<file path="config.mk">
export PLATFORM = sky130hd
export DESIGN_NAME = heq_ram
export DESIGN_NICKNAME = d
export VERILOG_FILES = /design/src/design/heq_ram.sv
export SDC_FILE = /design/constraint.sdc
export NUM_CORES = 2
export LEC_CHECK = 0
export BUFFER_PORTS_ARGS = -buffer_cell sky130_fd_sc_hd__buf_2
export CAP_MARGIN = 20
export CORE_ASPECT_RATIO = 1.5
export CORE_UTILIZATION = 25
export CTS_CLUSTER_SIZE = 30
export DETAILED_ROUTE_END_ITERATION = 10
export PLACE_DENSITY = 0.42
export SYNTH_ARGS = -nofsm -noshare
export SYNTH_HDL_FRONTEND = slang
export SYNTH_SLANG_ARGS = --single-unit
</file>
<file path="constraint.sdc">
create_clock -name clk -period 2.6 [get_ports clk]
set_input_delay 0.52 -clock clk [delete_from_list [all_inputs] [get_ports clk]]
set_output_delay 0.52 -clock clk [all_outputs]
set_load 0.005 [all_outputs]
</file>
<file path="src/design/heq_ram.sv">
module heq_ram #(
  parameter int WIDTH = 8,
  parameter int DEPTH = 256
) (
  input  logic                     clk,
  input  logic                     we,
  input  logic [$clog2(DEPTH)-1:0] waddr,
  input  logic [WIDTH-1:0]         wdata,
  input  logic                     re,
  input  logic [$clog2(DEPTH)-1:0] raddr,
  output logic [WIDTH-1:0]         rdata
);

  logic [WIDTH-1:0] mem [DEPTH];

  always_ff @(posedge clk) begin
    if (we) begin
      mem[waddr] <= wdata;
    end
    if (re) begin
      rdata <= mem[raddr];
    end
  end

endmodule

</file>
* After elaboration in Yosys (flattened, before gate mapping)
Memory sizes are Yosys's and may differ from the RTL's. A register that Yosys moved wholly into a read port is not among the register bits. Cells that the tools add are included.
Storage, ports and cells: bits in registers 0, RAM bits 2048, input bits 27, memories kept 1, output and inout port bits 8
Memory list:
- mem | words 256, width 8, read ports 1, clocked after Yosys merged registers in 1, wr ports 1, RTL line 14 | logic [WIDTH-1:0] mem [DEPTH];
Operators by class: multiplexer cells 2
Operators with widths (number):
- 2-to-1 mux 1 bit | 2

* Longest topological paths before layout
depth in word-level cells 2, depth in mapped cells 11

* Least setup slack after synthesis
Ideal clock, no wire load.
kind input port to flip-flop, start input raddr[0], end register rdata[2], read port of mem (data pin), arrival time 2.327 ns, cell stages on the path 9, library setup time 0.269 ns, path slack 0.004 ns, buffers on the path 4, required time 2.331 ns, cells stage by stage buf_6 buf_12 buf_8 buf_2 mux4_2 a22oi_1 a21oi_1 nor4_1 nor4_2
RTL lines:
- start, declared | RTL line 10 | input logic [$clog2(DEPTH)-1:0] raddr,
- end, declared | RTL line 11 | output logic [WIDTH-1:0] rdata

==> flow_summary_export.csv <==
group,metric,value,unit
outcome,run_status,"complete, no violations",
die,initial_core_utilization,25.2,%
sta,fmaxAchievable,0.393,GHz
yosys,yosys.cell_count.top_type,"sky130_fd_sc_hd__edfxtp_1",
sta,max_slew_margin,45.1,%
layout,drive_above_1_share,35.1,%
pwr,power_leakage,31.3,nW
yosys,synth.yosys.warnings,0,
worst_setup_path,flop2flop_setup_slack,0.09,ns
grt,grt_use_total,15.1,%
clocking,clockRootBuffer,"sky130_fd_sc_hd__clkbuf_16",
detailed_routing,mean_number_of_vias_per_cell,4.49,
die,die_width,463,um
clocking,clock_tree.htree_level_count,4,
yosys,synthTopCellsByCount,"2056 x sky130_fd_sc_hd__edfxtp_1, 454 x sky130_fd_sc_hd__mux4_2, 282 x sky130_fd_sc_hd__nor2_1",
clocking,clk_pin_slew,0.07,ns
clocking,insertion_delay,0.87,ns
detailed_routing,drt.antenna.violating_nets,0,
yosys,synthCells,3733,
layout,nets,4607,
clocking,tritoncts.num_buffers,195,
sta,setup_repair_after_global_routing_missed_its_margin,"false",
die,vertical_die_dimension,693,um
sta,timing.final.max_slew_violations,0,
worst_setup_path,reg2reg_from,"mem[139][7]",
grt,grt_pass1_vias,43100,
pwr,powerDensity,709,nW/um^2
worst_setup_path,critical_path_start_end_classification,"in2reg",
placement,io_buffers,34,
worst_setup_path,worst_setup_path_start_kind,"input port",
yosys,async_flop_share,0,%
worst_hold_path,worstHoldPathType,"in2reg",
die,number_of_rows_in_the_core_area,253,
yosys,most_frequently_used_flop_master_after_synthesis,"sky130_fd_sc_hd__edfxtp_1",
layout,layout.cell_area.non_filler,98100,um^2
clocking,hold_buffers,0,
worst_setup_path,rr_worst_depth,7,
die,dieArea,321000,um^2
yosys,mapped_cell_area,79600,um^2
worst_setup_path,cp_max_fo,24,
sta,worst_pin_slew,0.817,ns
placement,placed_instances,8590,
detailed_routing,via_count,40200,
job,cap_viol_max_count,0,
yosys,ys_top_cells_by_area,"sky130_fd_sc_hd__edfxtp_1 78%, sky130_fd_sc_hd__mux4_2 13%, sky130_fd_sc_hd__mux2i_1 1.7%, sky130_fd_sc_hd__nor2_1 1.3%, sky130_fd_sc_hd__a22oi_1 1.3%",
detailed_routing,totalWireLength,245000,um
yosys,synthDistinctLibCells,54,
layout,instances_no_fill,8941,
pwr,vdd_drop_max,0.000476,V
grt,antenna_found_initial,14,
detailed_routing,post_drt_wl_per_cell,27.4,um
clocking,cts.sink_count,2056,
placement,place_area,91700,um^2
yosys,seq_area_frac_synth,77.5,%
yosys,synth_area_leader_cell,"sky130_fd_sc_hd__edfxtp_1",
detailed_routing,drt_first_pass_iters,5,
layout,final.fill_count,30700,
die,boundaryPins,35,
yosys,synthDominantCellAreaShare,77.5,%
grt,grt_max_degree,76,
yosys,yosys_register_bits,2056,
layout,layout-area-overhead-vs-synth,23.2,%
grt,grt_overflow,0,
worst_hold_path,timing.hold.worst_path_depth,1,
clocking,cts.repair_timing.setup_buffer_count,0,
sta,final-setup-viol-count,0,
yosys,synth-edff-count,2056,
die,core,317000,um^2
sta,final.period_utilization,97.8,%
yosys,mapped_nets,3760,
clocking,clock_tree.buffer_depth,4,
yosys,synthesized_area_per_cell,21.3,um^2
grt,grt_pass1_wl,343000,um
sta,timing.final.crit_period,2.54,ns
detailed_routing,detailedRoute.firstIterationViolations,3020,
sta,hold_violations_final,0,
placement,place.detailed.hpwl,169000,um
clocking,tritoncts,"done",
worst_setup_path,cp-end-kind,"flop",
detailed_routing,drc,0,
placement,place_congestion,0.828,
worst_setup_path,worst_setup_path_startpoint,"raddr[0]",
sta,fin_skew,0.0542,ns
worst_setup_path,critical_path_required,3.20,ns
worst_hold_path,hp-start,"wdata[5]",
worst_setup_path,arrival,3.14,ns
per-stage QoR:
step	total power [W]	hold slack (ns)	setup WS, ns	setup TNS, ns	util [%]
floorplan	0.0391	0.619	0.00387	0	-
global placement	0.0417	0.943	-1.81	-12.48	29.0
detailed placement	0.0418	0.941	-1.31	-11.93	29.0
CTS	0.0704	0.00780	0.00289	0	31.0
global route	0.0715	0.0268	0.00527	0	31.0
finish	0.0696	0.0661	0.0568	0	31.0
where the power goes:
part           internal [W]  total [W]  switching (W)
Clock                0.0161     0.0286         0.0125
Sequential           0.0365     0.0366      0.0000710
Combinational       0.00179    0.00438        0.00259
Total                0.0544     0.0696         0.0152
cell type report:
| cell class | count | area [um^2] | share of cell area, % |
|---|---|---|---|
| diodes | 6 | 15.0 | 0.0153 |
| clock buffers | 237 | 5080 | 5.18 |
| clock inverters | 108 | 1100 | 1.13 |
| inverters | 2 | 7.51 | 0.00765 |
| multi-input cells | 1442 | 16800 | 17.1 |
| flip-flops and latches | 2056 | 61700 | 62.9 |
| well taps | 4207 | 5260 | 5.36 |
| repair buffers | 883 | 8150 | 8.30 |
critical path: stages:
cell                       delay (ns)
sky130_fd_sc_hd__buf_8           0.21
sky130_fd_sc_hd__buf_12          0.29
sky130_fd_sc_hd__buf_12          0.18
sky130_fd_sc_hd__buf_12          0.15
sky130_fd_sc_hd__buf_4           0.23
sky130_fd_sc_hd__buf_4           0.20
sky130_fd_sc_hd__mux2i_1         0.22
sky130_fd_sc_hd__o221ai_1        0.17
sky130_fd_sc_hd__a21oi_1         0.18
sky130_fd_sc_hd__a21oi_1         0.16
sky130_fd_sc_hd__nor3_2          0.46
sky130_fd_sc_hd__nor4_1          0.11
cells in the final DEF, fill, tap and decap left out, drive strengths merged, types with 7 or more instances in the layout:
cell type  count
a22oi        133
o22ai         28
mux4         456
o211ai        10
nand3         34
edfxtp      2056
o21ai         12
a22o           8
nor3          22
nor2b         31
mux2i        134
a211oi        16
clkbuf       237
clkinv        76
nand2b         8
nor4          27
nand4         10
inv            7
nor2         282
a21oi         96
a221oi        14
o221ai        47
buf          883
bufinv        22
nand2         33
path summary, 6_finish.rpt:
kind                      to
setup reg to reg    rdata[7]
setup / recovery    rdata[7]
hold / removal    mem[47][5]
hold reg to reg     rdata[2]
registers in the layout, summed over array words and instances (netlist names):
signal,flops
mem,2048
rdata,8
layer usage:
metal / share of wire [%] / vias to the layer above / global-route usage, % / wire (um)
met5: 0.014 / - / 0 / 34
met4: 2.7 / 6 / 4.24 / 6670
met3: 3.6 / 285 / 1.86 / 8860
met2: 56 / 782 / 29.2 / 136000
met1: 38 / 21700 / 17.1 / 92900
li1: - / 17400 / - / -
kinds of logic (layout without fill, tap and decap cells):
kind of cell           count (synthesis)  after routing  share of synthesized area (%)
other                                  0              6                              0
buffers and inverters                235           1230                           1.83
AO/OA/AOI/OAI                        385            385                           3.42
multiplexers                         591            591                           14.6
flip-flops                          2056           2056                           77.5
AND/OR/NAND/NOR                      466            466                           2.63
timing repair:
| action | in CTS | in global routing |
|---|---|---|
| gates cloned | 0 | 0 |
| resized for setup | 25 | 6 |
| setup endpoints to repair | 7 | 6 |
| pin swaps | 4 | 1 |
| endpoints found under the hold margin | 0 | 0 |
Note: power is estimated with default switching activity, not from simulation.
